<file path="config.mk">
export PLATFORM = sky130hd
export DESIGN_NAME = aitken_fixed_point_accelerator_flat
export DESIGN_NICKNAME = d
export VERILOG_FILES = /design/src/rtl/afpa_pkg.sv /design/src/rtl/afpa_item_if.sv /design/src/rtl/afpa_result_if.sv /design/src/rtl/afpa_mul.sv /design/src/rtl/afpa_div.sv /design/src/rtl/afpa_extrap.sv /design/src/rtl/aitken_fixed_point_accelerator.sv /design/src/flat_wrapper.sv
export SDC_FILE = /design/constraint.sdc
export NUM_CORES = 2
export LEC_CHECK = 0
export ABC_AREA = 1
export BUFFER_PORTS_ARGS = -buffer_cell sky130_fd_sc_hd__buf_4
export CAP_MARGIN = 20
export CELL_PAD_IN_SITES_DETAIL_PLACEMENT = 1
export CELL_PAD_IN_SITES_GLOBAL_PLACEMENT = 2
export CORE_MARGIN = 2
export CORE_UTILIZATION = 30
export DETAILED_ROUTE_END_ITERATION = 12
export GPL_ROUTABILITY_DRIVEN = 1
export HOLD_SLACK_MARGIN = 0.03
export PLACE_DENSITY = 0.64
export SLEW_MARGIN = 20
export SYNTH_ARGS = -nofsm -noshare
export SYNTH_HDL_FRONTEND = slang
export SYNTH_SLANG_ARGS = --single-unit
export TNS_END_PERCENT = 1
</file>
<file path="constraint.sdc">
create_clock -name clk -period 6.4 [get_ports clk]
set_clock_uncertainty 0.05 [all_clocks]
set_input_delay 0.64 -clock clk [delete_from_list [all_inputs] [get_ports clk]]
set_output_delay 0.64 -clock clk [all_outputs]
set_load 0.1 [all_outputs]
</file>
<file path="src/rtl/afpa_pkg.sv">
package afpa_pkg;

  // Default datapath width (signed fixed point)
  localparam int DATA_WIDTH_DEF = 32;

  // Configuration register file
  localparam int TOL_W       = 31;
  localparam int COUNT_W     = 16;
  localparam int CFG_DATA_W  = 31;
  localparam int CFG_INDEX_W = 1;

  localparam logic [CFG_INDEX_W-1:0] REG_TOLERANCE = 1'b0;
  localparam logic [CFG_INDEX_W-1:0] REG_MAX_EVALS = 1'b1;

  localparam logic [TOL_W-1:0]   TOL_RESET       = 31'd66;
  localparam logic [COUNT_W-1:0] MAX_EVALS_RESET = 16'd100;

  // Evaluations per accelerated step and count ceiling
  localparam int                 STEP_EVALS = 3;
  localparam logic [COUNT_W-1:0] COUNT_MAX  = '1;

  // Item operation codes
  localparam logic OP_START = 1'b0;
  localparam logic OP_VALUE = 1'b1;

  // Result kind codes
  localparam logic KIND_REQUEST = 1'b0;
  localparam logic KIND_FINAL   = 1'b1;

  // Iteration phase
  typedef enum logic [2:0] {
    PH_IDLE,
    PH_WAIT_START,
    PH_WAIT_SECOND,
    PH_WAIT_THIRD,
    PH_WAIT_EXTRAP
  } phase_t;

  // Extrapolation sequencer state
  typedef enum logic [2:0] {
    EX_IDLE,
    EX_DIFF,
    EX_ABS,
    EX_MUL,
    EX_DIV,
    EX_FIN
  } ext_state_t;

  // Extrapolator status toward the iteration control
  typedef struct packed {
    logic busy;
    logic done;
  } ext_status_t;

endpackage

</file>
<file path="src/rtl/afpa_item_if.sv">
interface afpa_item_if #(
  parameter int DATA_WIDTH = afpa_pkg::DATA_WIDTH_DEF
);
  logic                         valid;
  logic                         ready;
  logic                         operation;
  logic signed [DATA_WIDTH-1:0] value;

  modport source (output valid, operation, value, input ready);
  modport sink (input valid, operation, value, output ready);
endinterface

</file>
<file path="src/rtl/afpa_result_if.sv">
interface afpa_result_if #(
  parameter int DATA_WIDTH = afpa_pkg::DATA_WIDTH_DEF
);
  logic                               valid;
  logic                               ready;
  logic                               kind;
  logic signed [DATA_WIDTH-1:0]       result_value;
  logic [afpa_pkg::COUNT_W-1:0]       evaluations;
  logic                               not_converged;

  modport source (output valid, kind, result_value, evaluations, not_converged, input ready);
  modport sink (input valid, kind, result_value, evaluations, not_converged, output ready);
endinterface

</file>
<file path="src/rtl/afpa_mul.sv">
// Bit-serial shift-add multiplier, one multiplier bit per cycle
module afpa_mul #(
  parameter int DATA_WIDTH = afpa_pkg::DATA_WIDTH_DEF
) (
  input  logic                      clk,
  input  logic                      rst,
  input  logic                      start,
  input  logic [DATA_WIDTH-1:0]     a,
  input  logic [DATA_WIDTH-1:0]     b,
  output logic                      done,
  output logic [2*DATA_WIDTH-1:0]   product
);

  localparam int              CNT_W = $clog2(DATA_WIDTH + 1);
  localparam logic [CNT_W-1:0] LAST = CNT_W'(DATA_WIDTH - 1);

  logic [DATA_WIDTH-1:0] mcand;
  logic [CNT_W-1:0]      cnt;
  logic                  busy;
  logic [DATA_WIDTH:0]   partial;

  // Add multiplicand into the upper half when the current multiplier bit is set
  assign partial = {1'b0, product[2*DATA_WIDTH-1:DATA_WIDTH]}
                 + {1'b0, (product[0] ? mcand : {DATA_WIDTH{1'b0}})};

  // Datapath: low half holds the remaining multiplier bits
  always_ff @(posedge clk) begin
    if (start) begin
      mcand   <= a;
      product <= {{DATA_WIDTH{1'b0}}, b};
    end else if (busy) begin
      product <= {partial, product[DATA_WIDTH-1:1]};
    end
  end

  // Bit counter
  always_ff @(posedge clk) begin
    if (rst) begin
      busy <= 1'b0;
      done <= 1'b0;
      cnt  <= '0;
    end else begin
      done <= 1'b0;
      if (start) begin
        busy <= 1'b1;
        cnt  <= '0;
      end else if (busy) begin
        cnt <= cnt + CNT_W'(1);
        if (cnt == LAST) begin
          busy <= 1'b0;
          done <= 1'b1;
        end
      end
    end
  end

endmodule

</file>
<file path="src/rtl/afpa_div.sv">
// Bit-serial restoring divider, one quotient bit per cycle.
// Quotient is DATA_WIDTH+1 bits; big flags a quotient that does not fit.
module afpa_div #(
  parameter int DATA_WIDTH = afpa_pkg::DATA_WIDTH_DEF
) (
  input  logic                      clk,
  input  logic                      rst,
  input  logic                      start,
  input  logic [2*DATA_WIDTH-1:0]   num,
  input  logic [DATA_WIDTH:0]       den,
  output logic                      done,
  output logic [DATA_WIDTH:0]       quotient,
  output logic                      big
);

  localparam int               DW    = DATA_WIDTH + 1;
  localparam int               CNT_W = $clog2(DW + 1);
  localparam logic [CNT_W-1:0] LAST  = CNT_W'(DW - 1);

  logic [DW-1:0]    rem;
  logic [DW-1:0]    shreg;
  logic [CNT_W-1:0] cnt;
  logic             busy;
  logic [DW:0]      trial;
  logic [DW:0]      trial_sub;
  logic             fits;
  logic [DW-1:0]    num_top;

  // Dividend bits above the quotient field
  assign num_top   = {2'b00, num[2*DATA_WIDTH-1:DW]};
  assign trial     = {rem, shreg[DW-1]};
  assign trial_sub = trial - {1'b0, den};
  assign fits      = (trial >= {1'b0, den});
  assign quotient  = shreg;

  // Datapath: dividend bits shift out the top, quotient bits shift in
  always_ff @(posedge clk) begin
    if (start) begin
      rem   <= num_top;
      big   <= (num_top >= den);
      shreg <= num[DW-1:0];
    end else if (busy) begin
      rem   <= fits ? trial_sub[DW-1:0] : trial[DW-1:0];
      shreg <= {shreg[DW-2:0], fits};
    end
  end

  // Step counter
  always_ff @(posedge clk) begin
    if (rst) begin
      busy <= 1'b0;
      done <= 1'b0;
      cnt  <= '0;
    end else begin
      done <= 1'b0;
      if (start) begin
        busy <= 1'b1;
        cnt  <= '0;
      end else if (busy) begin
        cnt <= cnt + CNT_W'(1);
        if (cnt == LAST) begin
          busy <= 1'b0;
          done <= 1'b1;
        end
      end
    end
  end

endmodule

</file>
<file path="src/rtl/afpa_extrap.sv">
// Delta-squared extrapolation: point = v3 + d2*d2/(d1-d2), saturated.
// Zero denominator gives v3.
module afpa_extrap #(
  parameter int DATA_WIDTH = afpa_pkg::DATA_WIDTH_DEF
) (
  input  logic                         clk,
  input  logic                         rst,
  input  logic                         start,
  input  logic [DATA_WIDTH-1:0]        v1,
  input  logic [DATA_WIDTH-1:0]        v2,
  input  logic [DATA_WIDTH-1:0]        v3,
  output afpa_pkg::ext_status_t        status,
  output logic [DATA_WIDTH-1:0]        point
);

  localparam int W = DATA_WIDTH;
  localparam logic [W-1:0] SAT_MAX = {1'b0, {(W-1){1'b1}}};
  localparam logic [W-1:0] SAT_MIN = {1'b1, {(W-1){1'b0}}};

  afpa_pkg::ext_state_t state, state_next;

  logic [W:0]     d1;
  logic [W:0]     d2;
  logic [W-1:0]   v3_q;
  logic [W+1:0]   den;
  logic [W-1:0]   mag_d2;
  logic [W:0]     mag_den;
  logic           den_neg;

  logic [W:0]     abs_d2;
  logic [W+1:0]   abs_den;
  logic           den_zero;

  logic           mul_start;
  logic           mul_done;
  logic [2*W-1:0] product;
  logic           div_start;
  logic           div_done;
  logic [W:0]     quo;
  logic           quo_big;

  logic [W+2:0]   v3_ext;
  logic [W+2:0]   quo_ext;
  logic [W+2:0]   sum;
  logic           sum_ovf;
  logic [W-1:0]   sat_point;

  assign abs_d2   = d2[W] ? (~d2 + 1'b1) : d2;
  assign abs_den  = den[W+1] ? (~den + 1'b1) : den;
  assign den_zero = (den == '0);

  // Final add and saturation to the signed data range; quotient can reach
  // nearly four times the data range, so the sum keeps three guard bits
  assign v3_ext  = {{3{v3_q[W-1]}}, v3_q};
  assign quo_ext = {2'b00, quo};
  assign sum     = den_neg ? (v3_ext - quo_ext) : (v3_ext + quo_ext);
  assign sum_ovf = !((sum[W+2:W-1] == 4'b0000) || (sum[W+2:W-1] == 4'b1111));

  always_comb begin
    if (quo_big) begin
      sat_point = den_neg ? SAT_MIN : SAT_MAX;
    end else if (sum_ovf) begin
      sat_point = sum[W+2] ? SAT_MIN : SAT_MAX;
    end else begin
      sat_point = sum[W-1:0];
    end
  end

  afpa_mul #(.DATA_WIDTH(DATA_WIDTH)) u_mul (
    .clk     (clk),
    .rst     (rst),
    .start   (mul_start),
    .a       (mag_d2),
    .b       (mag_d2),
    .done    (mul_done),
    .product (product)
  );

  afpa_div #(.DATA_WIDTH(DATA_WIDTH)) u_div (
    .clk      (clk),
    .rst      (rst),
    .start    (div_start),
    .num      (product),
    .den      (mag_den),
    .done     (div_done),
    .quotient (quo),
    .big      (quo_big)
  );

  // Datapath registers, loaded on start and in the DIFF, ABS and DIV sequencer states
  always_ff @(posedge clk) begin
    if (start) begin
      d1   <= {v2[W-1], v2} - {v1[W-1], v1};
      d2   <= {v3[W-1], v3} - {v2[W-1], v2};
      v3_q <= v3;
    end
    if (state == afpa_pkg::EX_DIFF) begin
      den    <= {d1[W], d1} - {d2[W], d2};
      mag_d2 <= abs_d2[W-1:0];
    end
    if (state == afpa_pkg::EX_ABS) begin
      mag_den <= abs_den[W:0];
      den_neg <= den[W+1];
      if (den_zero) begin
        point <= v3_q;
      end
    end
    if ((state == afpa_pkg::EX_DIV) && div_done) begin
      point <= sat_point;
    end
  end

  // Sequencer state register
  always_ff @(posedge clk) begin
    if (rst) begin
      state <= afpa_pkg::EX_IDLE;
    end else begin
      state <= state_next;
    end
  end

  // Next state and unit handshakes
  always_comb begin
    state_next  = state;
    mul_start   = 1'b0;
    div_start   = 1'b0;
    status.busy = (state != afpa_pkg::EX_IDLE);
    status.done = (state == afpa_pkg::EX_FIN);
    unique case (state)
      afpa_pkg::EX_IDLE: begin
        if (start) begin
          state_next = afpa_pkg::EX_DIFF;
        end
      end
      afpa_pkg::EX_DIFF: begin
        state_next = afpa_pkg::EX_ABS;
      end
      afpa_pkg::EX_ABS: begin
        if (den_zero) begin
          state_next = afpa_pkg::EX_FIN;
        end else begin
          mul_start  = 1'b1;
          state_next = afpa_pkg::EX_MUL;
        end
      end
      afpa_pkg::EX_MUL: begin
        if (mul_done) begin
          div_start  = 1'b1;
          state_next = afpa_pkg::EX_DIV;
        end
      end
      afpa_pkg::EX_DIV: begin
        if (div_done) begin
          state_next = afpa_pkg::EX_FIN;
        end
      end
      afpa_pkg::EX_FIN: begin
        state_next = afpa_pkg::EX_IDLE;
      end
      default: begin
        state_next = afpa_pkg::EX_IDLE;
      end
    endcase
  end

  // A new extrapolation only starts when the sequencer is free
  a_start_idle: assert property (@(posedge clk) disable iff (rst)
    start |-> (state == afpa_pkg::EX_IDLE))
    else $error("extrapolation started while busy");

  // Divider is only launched with a nonzero denominator
  a_div_den: assert property (@(posedge clk) disable iff (rst)
    div_start |-> (mag_den != '0))
    else $error("division launched with zero denominator");

  // Multiplier finishes only while the sequencer waits on it
  a_mul_done: assert property (@(posedge clk) disable iff (rst)
    mul_done |-> (state == afpa_pkg::EX_MUL))
    else $error("unexpected multiplier completion");

endmodule

</file>
<file path="src/rtl/aitken_fixed_point_accelerator.sv">
// Channel   Dir  Payload                                            Role
// item      in   operation, value                                   start point or f(x)
// result    out  kind, result_value, evaluations, not_converged     request point or answer
// cfg_*     in   cfg_write, cfg_index, cfg_data                      tolerance, max_evaluations
//
// Most items reach the result register in the cycle after transfer.
// The third value of a step passes through a bit-serial multiplier followed by a
// bit-serial divider before the extrapolated point reaches the result register.
// With a zero denominator both units are skipped.
// rst is synchronous: phase goes idle, the registers take their reset values.
// One result register; item.ready is low while extrapolating or while a result is held
// and result.ready is low.
module aitken_fixed_point_accelerator #(
  parameter int DATA_WIDTH = afpa_pkg::DATA_WIDTH_DEF
) (
  input  logic                                clk,
  input  logic                                rst,
  afpa_item_if.sink                           item,
  afpa_result_if.source                       result,
  input  logic                                cfg_write,
  input  logic [afpa_pkg::CFG_INDEX_W-1:0]    cfg_index,
  input  logic [afpa_pkg::CFG_DATA_W-1:0]     cfg_data
);

  localparam int W     = DATA_WIDTH;
  localparam int CW    = afpa_pkg::COUNT_W;
  localparam int CMP_W = ((W + 1) > afpa_pkg::TOL_W) ? (W + 1) : afpa_pkg::TOL_W;

  afpa_pkg::phase_t phase, phase_next;

  logic [afpa_pkg::TOL_W-1:0] tolerance;
  logic [CW-1:0]              max_evals;
  logic [W-1:0]               cur_point, cur_point_next;
  logic [W-1:0]               first_value, first_value_next;
  logic [W-1:0]               second_value, second_value_next;
  logic [CW-1:0]              eval_count, eval_count_next;

  logic                       out_valid, out_valid_next;
  logic                       out_kind, out_kind_next;
  logic [W-1:0]               out_value, out_value_next;
  logic [CW-1:0]              out_evals, out_evals_next;
  logic                       out_nc, out_nc_next;

  logic                       accept;
  logic                       ext_start;
  afpa_pkg::ext_status_t      ext_status;
  logic [W-1:0]               ext_point;

  logic [W:0]                 diff;
  logic [W:0]                 adiff;
  logic [CW:0]                count_sum;
  logic [CW-1:0]              count_step;
  logic                       keep_going;

  assign accept     = item.valid && item.ready;
  assign item.ready = !ext_status.busy && (!out_valid || result.ready);

  assign result.valid         = out_valid;
  assign result.kind          = out_kind;
  assign result.result_value  = out_value;
  assign result.evaluations   = out_evals;
  assign result.not_converged = out_nc;

  // Convergence test on |f(x) - x| and the updated count
  assign diff      = {item.value[W-1], item.value} - {cur_point[W-1], cur_point};
  assign adiff     = diff[W] ? (~diff + 1'b1) : diff;
  assign count_sum = {1'b0, eval_count} + (CW + 1)'(afpa_pkg::STEP_EVALS);
  assign count_step = (phase == afpa_pkg::PH_WAIT_START) ? CW'(1) :
                      (count_sum[CW] ? afpa_pkg::COUNT_MAX : count_sum[CW-1:0]);
  assign keep_going = (CMP_W'(adiff) > CMP_W'(tolerance)) && (count_step < max_evals);

  afpa_extrap #(.DATA_WIDTH(DATA_WIDTH)) u_extrap (
    .clk    (clk),
    .rst    (rst),
    .start  (ext_start),
    .v1     (first_value),
    .v2     (second_value),
    .v3     (item.value),
    .status (ext_status),
    .point  (ext_point)
  );

  // Control registers and configuration
  always_ff @(posedge clk) begin
    if (rst) begin
      phase      <= afpa_pkg::PH_IDLE;
      out_valid  <= 1'b0;
      eval_count <= '0;
      tolerance  <= afpa_pkg::TOL_RESET;
      max_evals  <= afpa_pkg::MAX_EVALS_RESET;
    end else begin
      phase      <= phase_next;
      out_valid  <= out_valid_next;
      eval_count <= eval_count_next;
      if (cfg_write) begin
        unique case (cfg_index)
          afpa_pkg::REG_TOLERANCE: tolerance <= cfg_data[afpa_pkg::TOL_W-1:0];
          afpa_pkg::REG_MAX_EVALS: max_evals <= cfg_data[CW-1:0];
          default: ;
        endcase
      end
    end
  end

  // Iteration values and result payload
  always_ff @(posedge clk) begin
    cur_point    <= cur_point_next;
    first_value  <= first_value_next;
    second_value <= second_value_next;
    out_kind     <= out_kind_next;
    out_value    <= out_value_next;
    out_evals    <= out_evals_next;
    out_nc       <= out_nc_next;
  end

  // Phase sequencing and result formation
  always_comb begin
    phase_next        = phase;
    cur_point_next    = cur_point;
    first_value_next  = first_value;
    second_value_next = second_value;
    eval_count_next   = eval_count;
    out_valid_next    = out_valid && !result.ready;
    out_kind_next     = out_kind;
    out_value_next    = out_value;
    out_evals_next    = out_evals;
    out_nc_next       = out_nc;
    ext_start         = 1'b0;

    if (accept) begin
      if (item.operation == afpa_pkg::OP_START) begin
        // Start (also restarts a running iteration)
        cur_point_next  = item.value;
        eval_count_next = '0;
        phase_next      = afpa_pkg::PH_WAIT_START;
        out_valid_next  = 1'b1;
        out_kind_next   = afpa_pkg::KIND_REQUEST;
        out_value_next  = item.value;
        out_evals_next  = '0;
        out_nc_next     = 1'b0;
      end else begin
        unique case (phase)
          afpa_pkg::PH_WAIT_START, afpa_pkg::PH_WAIT_EXTRAP: begin
            eval_count_next = count_step;
            out_valid_next  = 1'b1;
            out_value_next  = item.value;
            out_evals_next  = count_step;
            if (keep_going) begin
              first_value_next = item.value;
              phase_next       = afpa_pkg::PH_WAIT_SECOND;
              out_kind_next    = afpa_pkg::KIND_REQUEST;
              out_nc_next      = 1'b0;
            end else begin
              phase_next    = afpa_pkg::PH_IDLE;
              out_kind_next = afpa_pkg::KIND_FINAL;
              out_nc_next   = (count_step >= max_evals);
            end
          end
          afpa_pkg::PH_WAIT_SECOND: begin
            second_value_next = item.value;
            phase_next        = afpa_pkg::PH_WAIT_THIRD;
            out_valid_next    = 1'b1;
            out_kind_next     = afpa_pkg::KIND_REQUEST;
            out_value_next    = item.value;
            out_evals_next    = eval_count;
            out_nc_next       = 1'b0;
          end
          afpa_pkg::PH_WAIT_THIRD: begin
            ext_start = 1'b1;
          end
          default: begin
            // Function value with no iteration running: dropped
            phase_next = afpa_pkg::PH_IDLE;
          end
        endcase
      end
    end

    // Extrapolated point becomes the next request
    if (ext_status.done) begin
      cur_point_next = ext_point;
      phase_next     = afpa_pkg::PH_WAIT_EXTRAP;
      out_valid_next = 1'b1;
      out_kind_next  = afpa_pkg::KIND_REQUEST;
      out_value_next = ext_point;
      out_evals_next = eval_count;
      out_nc_next    = 1'b0;
    end
  end

  // Result register is always free when the extrapolation completes
  a_slot_free: assert property (@(posedge clk) disable iff (rst)
    ext_status.done |-> !out_valid)
    else $error("extrapolated point with result register occupied");

  // Extrapolation only completes inside the third-value phase
  a_done_phase: assert property (@(posedge clk) disable iff (rst)
    ext_status.done |-> (phase == afpa_pkg::PH_WAIT_THIRD))
    else $error("extrapolation completed outside its phase");

  // A stray function value while idle produces nothing
  a_idle_silent: assert property (@(posedge clk) disable iff (rst)
    (accept && (item.operation == afpa_pkg::OP_VALUE) && (phase == afpa_pkg::PH_IDLE))
    |=> !out_valid)
    else $error("result produced for value while idle");

  // Unconverged answers only at or beyond the evaluation limit
  a_nc_limit: assert property (@(posedge clk) disable iff (rst)
    (out_valid && out_nc) |-> ((out_kind == afpa_pkg::KIND_FINAL) && (out_evals >= max_evals)))
    else $error("not_converged flag without reaching the limit");

endmodule
</file>
<file path="src/flat_wrapper.sv">
// flat-port wrapper written by rule: the top's interface ports become plain ports
module aitken_fixed_point_accelerator_flat 
#(
  parameter int DATA_WIDTH = afpa_pkg::DATA_WIDTH_DEF
)
  (clk, rst, cfg_write, cfg_index, cfg_data, item_valid, item_operation, item_value, item_ready, result_valid, result_kind, result_result_value, result_evaluations, result_not_converged, result_ready);
  afpa_item_if #(.DATA_WIDTH(DATA_WIDTH)) item_i ();
  afpa_result_if #(.DATA_WIDTH(DATA_WIDTH)) result_i ();
  input  logic clk;
  input  logic rst;
  input  logic cfg_write;
  input  logic [afpa_pkg::CFG_INDEX_W-1:0] cfg_index;
  input  logic [afpa_pkg::CFG_DATA_W-1:0] cfg_data;
  input wire logic [$bits(item_i.valid)-1:0] item_valid;
  input wire logic [$bits(item_i.operation)-1:0] item_operation;
  input wire logic [$bits(item_i.value)-1:0] item_value;
  output wire logic [$bits(item_i.ready)-1:0] item_ready;
  output wire logic [$bits(result_i.valid)-1:0] result_valid;
  output wire logic [$bits(result_i.kind)-1:0] result_kind;
  output wire logic [$bits(result_i.result_value)-1:0] result_result_value;
  output wire logic [$bits(result_i.evaluations)-1:0] result_evaluations;
  output wire logic [$bits(result_i.not_converged)-1:0] result_not_converged;
  input wire logic [$bits(result_i.ready)-1:0] result_ready;
  assign item_i.valid = item_valid;
  assign item_i.operation = item_operation;
  assign item_i.value = item_value;
  assign item_ready = item_i.ready;
  assign result_valid = result_i.valid;
  assign result_kind = result_i.kind;
  assign result_result_value = result_i.result_value;
  assign result_evaluations = result_i.evaluations;
  assign result_not_converged = result_i.not_converged;
  assign result_i.ready = result_ready;
  aitken_fixed_point_accelerator #(.DATA_WIDTH(DATA_WIDTH)) u_core (.clk(clk), .rst(rst), .item(item_i), .result(result_i), .cfg_write(cfg_write), .cfg_index(cfg_index), .cfg_data(cfg_data));
endmodule
</file>
==> reports/metrics.cfg <==
[drt]
routed_wl_um = 140000
drtPass1Iterations = 5
wl_per_cell_um = 19.7
via_per_inst = 4.74
drc = 0
drt-initial-drc-count = 1758
ant_nets = 0
vias = 33600

[clocking]
cts_buffers = 82
clk_path_buf_depth = 3
postCtsHoldBufs = 0
cts_tree = built
cts.root.buffer_cell = clkbuf_16
htreeDepth = 3
clk_pin_slew_ns = 0.06
cts_sinks = 625
clk_latency_ns = 0.67

[timing]
tightest_slew_ns = 1.09
hold_slack_ns = 0.137
period_minus_slack_ns = 5.86
fin_ws_ns = 0.544
final_max_slew_viol_count = 0
relSlewSlack = 0.275
fmax_ghz = 0.171
setup_violations = 0
setup_tns_ns = 0
post-route-period-util = 0.915
final-hold-violation-count = 0

[setup_path]
end_kind = flip-flop
r2r_cells = 30
rrSetupSlack_ns = 0.54
crit_type = flip-flop to flip-flop
endpoint = u_core.first_value[6]
start_kind = flip-flop
required_ns = 6.74
crit_arrival_ns = 6.19
max_stage_delay_ns = 0.63
cp_max_fo = 13
crit_path_top_delay_cell = nor2_4
crit_start = u_core.cur_point[0]
r2r-start = u_core.cur_point[0]
cpMostUsedCell = nand2_1
worstReg2RegEnd = u_core.first_value[6]

[placed_design]
pre_cts_ws_ns = -0.0724
dp.final_hpwl_um = 112000
place_congestion = 0.830
numPortBuffers = 121
placed_area_um2 = 44700

[die]
core-area_um2 = 136000
initial_core_util = 0.303
ios = 122
fp.dieH_um = 374
rows = 135
die_w_um = 374
dieArea_um2 = 140000

[finish]
final_cell_mix = 1218 x nand2_1, 811 x inv_1, 503 x edfxtp_1
fillers = 16100
area_growth_pct = 15.7
drive_gt1_frac = 0.0892
register_area_um2 = 17500
antenna_cells = 0
nNetsFinal = 5635
fin_area_um2 = 47500
multi_input_area_um2 = 20100
layout_commonest_cell = nand2_1

[synthesis]
yosysSeqAreaShare = 0.427
yosys.area.top_type = edfxtp_1
synth_top_area_frac = 0.368
synth_nets = 5415
synth_cell_type_count = 68
ys_ff_latch = 625
syn-cell-area_um2 = 41100
yosys_most_used_dff = edfxtp_1
syn_area_per_cell_um2 = 8.18
async_flop_share = 0
synth_edf_count = 503
synthCells = 5024
yosysWarnings = 0
yosys-top-cells-area = edfxtp_1 37%, nand2_1 11%, ha_1 9.6%

[outcome]
status = finished, final reports clean

[power_and_ir_drop]
p_leak_nw = 21.3
power_density_nw_per_um2 = 358
ir_worst_vdd_uv = 207
p_total_mw = 17.0

[worst_hold_path]
min_path_type = primary input to flip-flop
min_from = item_value[0]

[global_routing]
grt_pass1_wl_um = 212000
grt_max_degree = 100
grt_pass1_vias = 34600
grt_overflow = 0
grt_usage = 0.196
antenna_found_initial = 3

[run]
cap_violations = 0

[kinds of logic (layout without fill, tap and decap cells)]
family / count (synthesis) / count (layout) / share of synthesized area
buffers and inverters: 915 / 1201 / 0.0862
DFF: 625 / 625 / 0.427
adders and majority gates: 321 / 321 / 0.0990
AOI/OAI and AO/OA: 902 / 902 / 0.126
and+or+nand+nor: 1959 / 1960 / 0.197
xor gates and xnor gates: 302 / 302 / 0.0646
[worst min path at each step]
stage	endpoint	cells after the start	slack (ns)
floorplan	u_core.u_extrap.u_mul.mcand[0]	0	0.38
global placement	u_core.u_extrap.u_mul.mcand[0]	0	0.38
detailed placement	u_core.u_extrap.u_mul.mcand[23]	0	0.39
CTS	u_core.u_extrap.v3_q[0]	1	0.09
global route	u_core.u_extrap.v3_q[0]	1	0.11
finish	u_core.u_extrap.v3_q[0]	1	0.14
[worst max-delay path: cells and delay by family (launching register included)]
family                   cells  cell delay [ns]
flip-flops                   1             0.41
buffers and inverters        2             0.32
AO/OA/AOI/OAI                2             0.22
AND/OR/NAND/NOR             21             3.30
XOR/XNOR                     2             0.31
adder cells (fa/ha/maj)      3             0.96
[report_power, final]
group / internal (mW) / leakage [nW] / switching [mW]
logic: 2.04 / 14.3 / 4.37
clock network: 2.98 / 1.38 / 1.95
registers: 5.25 / 5.60 / 0.426
[repair_timing]
action / 4_1_cts / 5_1_grt
buffers inserted: 0 / 0
endpoints found under the setup margin: 0 / 32
endpoints found under the hold margin: 0 / 0
gates resized for setup: 0 / 6
[synthesized netlist by cell type, drive strengths merged, types with 2 or more instances]
master and count:
o21ai 289, a21o 10, o41ai 3, and3 3
o21a 13, o21bai 15, o211ai 31, nand3 141
o221ai 7, edfxtp 503, xor2 205, nand2 1228
o211a 2, a21boi 66, dfxtp 122, or4 2
fa 7, o221a 2, nor2 393, a31oi 59
and2 7, nor3b 3, nand4 48, clkbuf 70
a21oi 363, inv 817, a2111o 2, nor3 64
ha 314, xnor2 97, o22ai 10, nor4 18
a221oi 4, a211oi 12, nand3b 7, or2 44
buf 25, a311oi 2, o31ai 7, clkinv 3
[routing by layer]
metal | part of all wire | GRT usage | wire length, um
met5 | 0.00019 | 0 | 26
met4 | 0.020 | 0.0497 | 2830
met3 | 0.033 | 0.0262 | 4640
met2 | 0.43 | 0.305 | 60600
met1 | 0.51 | 0.285 | 71500
[layout make-up]
cell class | count | share of cell area
multi-input combinational | 3485 | 0.423
sequential | 625 | 0.369
inverter | 820 | 0.0647
clock buffer | 101 | 0.0473
tap | 1781 | 0.0469
timing repair buffer | 230 | 0.0367
clock inverter | 50 | 0.0125
[sequential cells by signal (all words and copies together), names as in the netlist, 33 cells and up]
signal / cells
u_core.u_extrap.u_mul.product: 64
u_core.u_extrap.u_div.rem: 33
u_core.u_extrap.d2: 33
u_core.u_extrap.den: 34
u_core.u_extrap.u_div.quotient: 33
u_core.u_extrap.d1: 33
u_core.u_extrap.mag_den: 33
[through the flow]
stage	util	cells
2_1_floorplan	-	5024
3_3_place_gp	0.329	6940
3_5_place_dp	0.329	6940
4_1_cts	0.350	7091
5_1_grt	0.351	7092
6_report	0.351	7092
(Power assumes the default switching activity.)
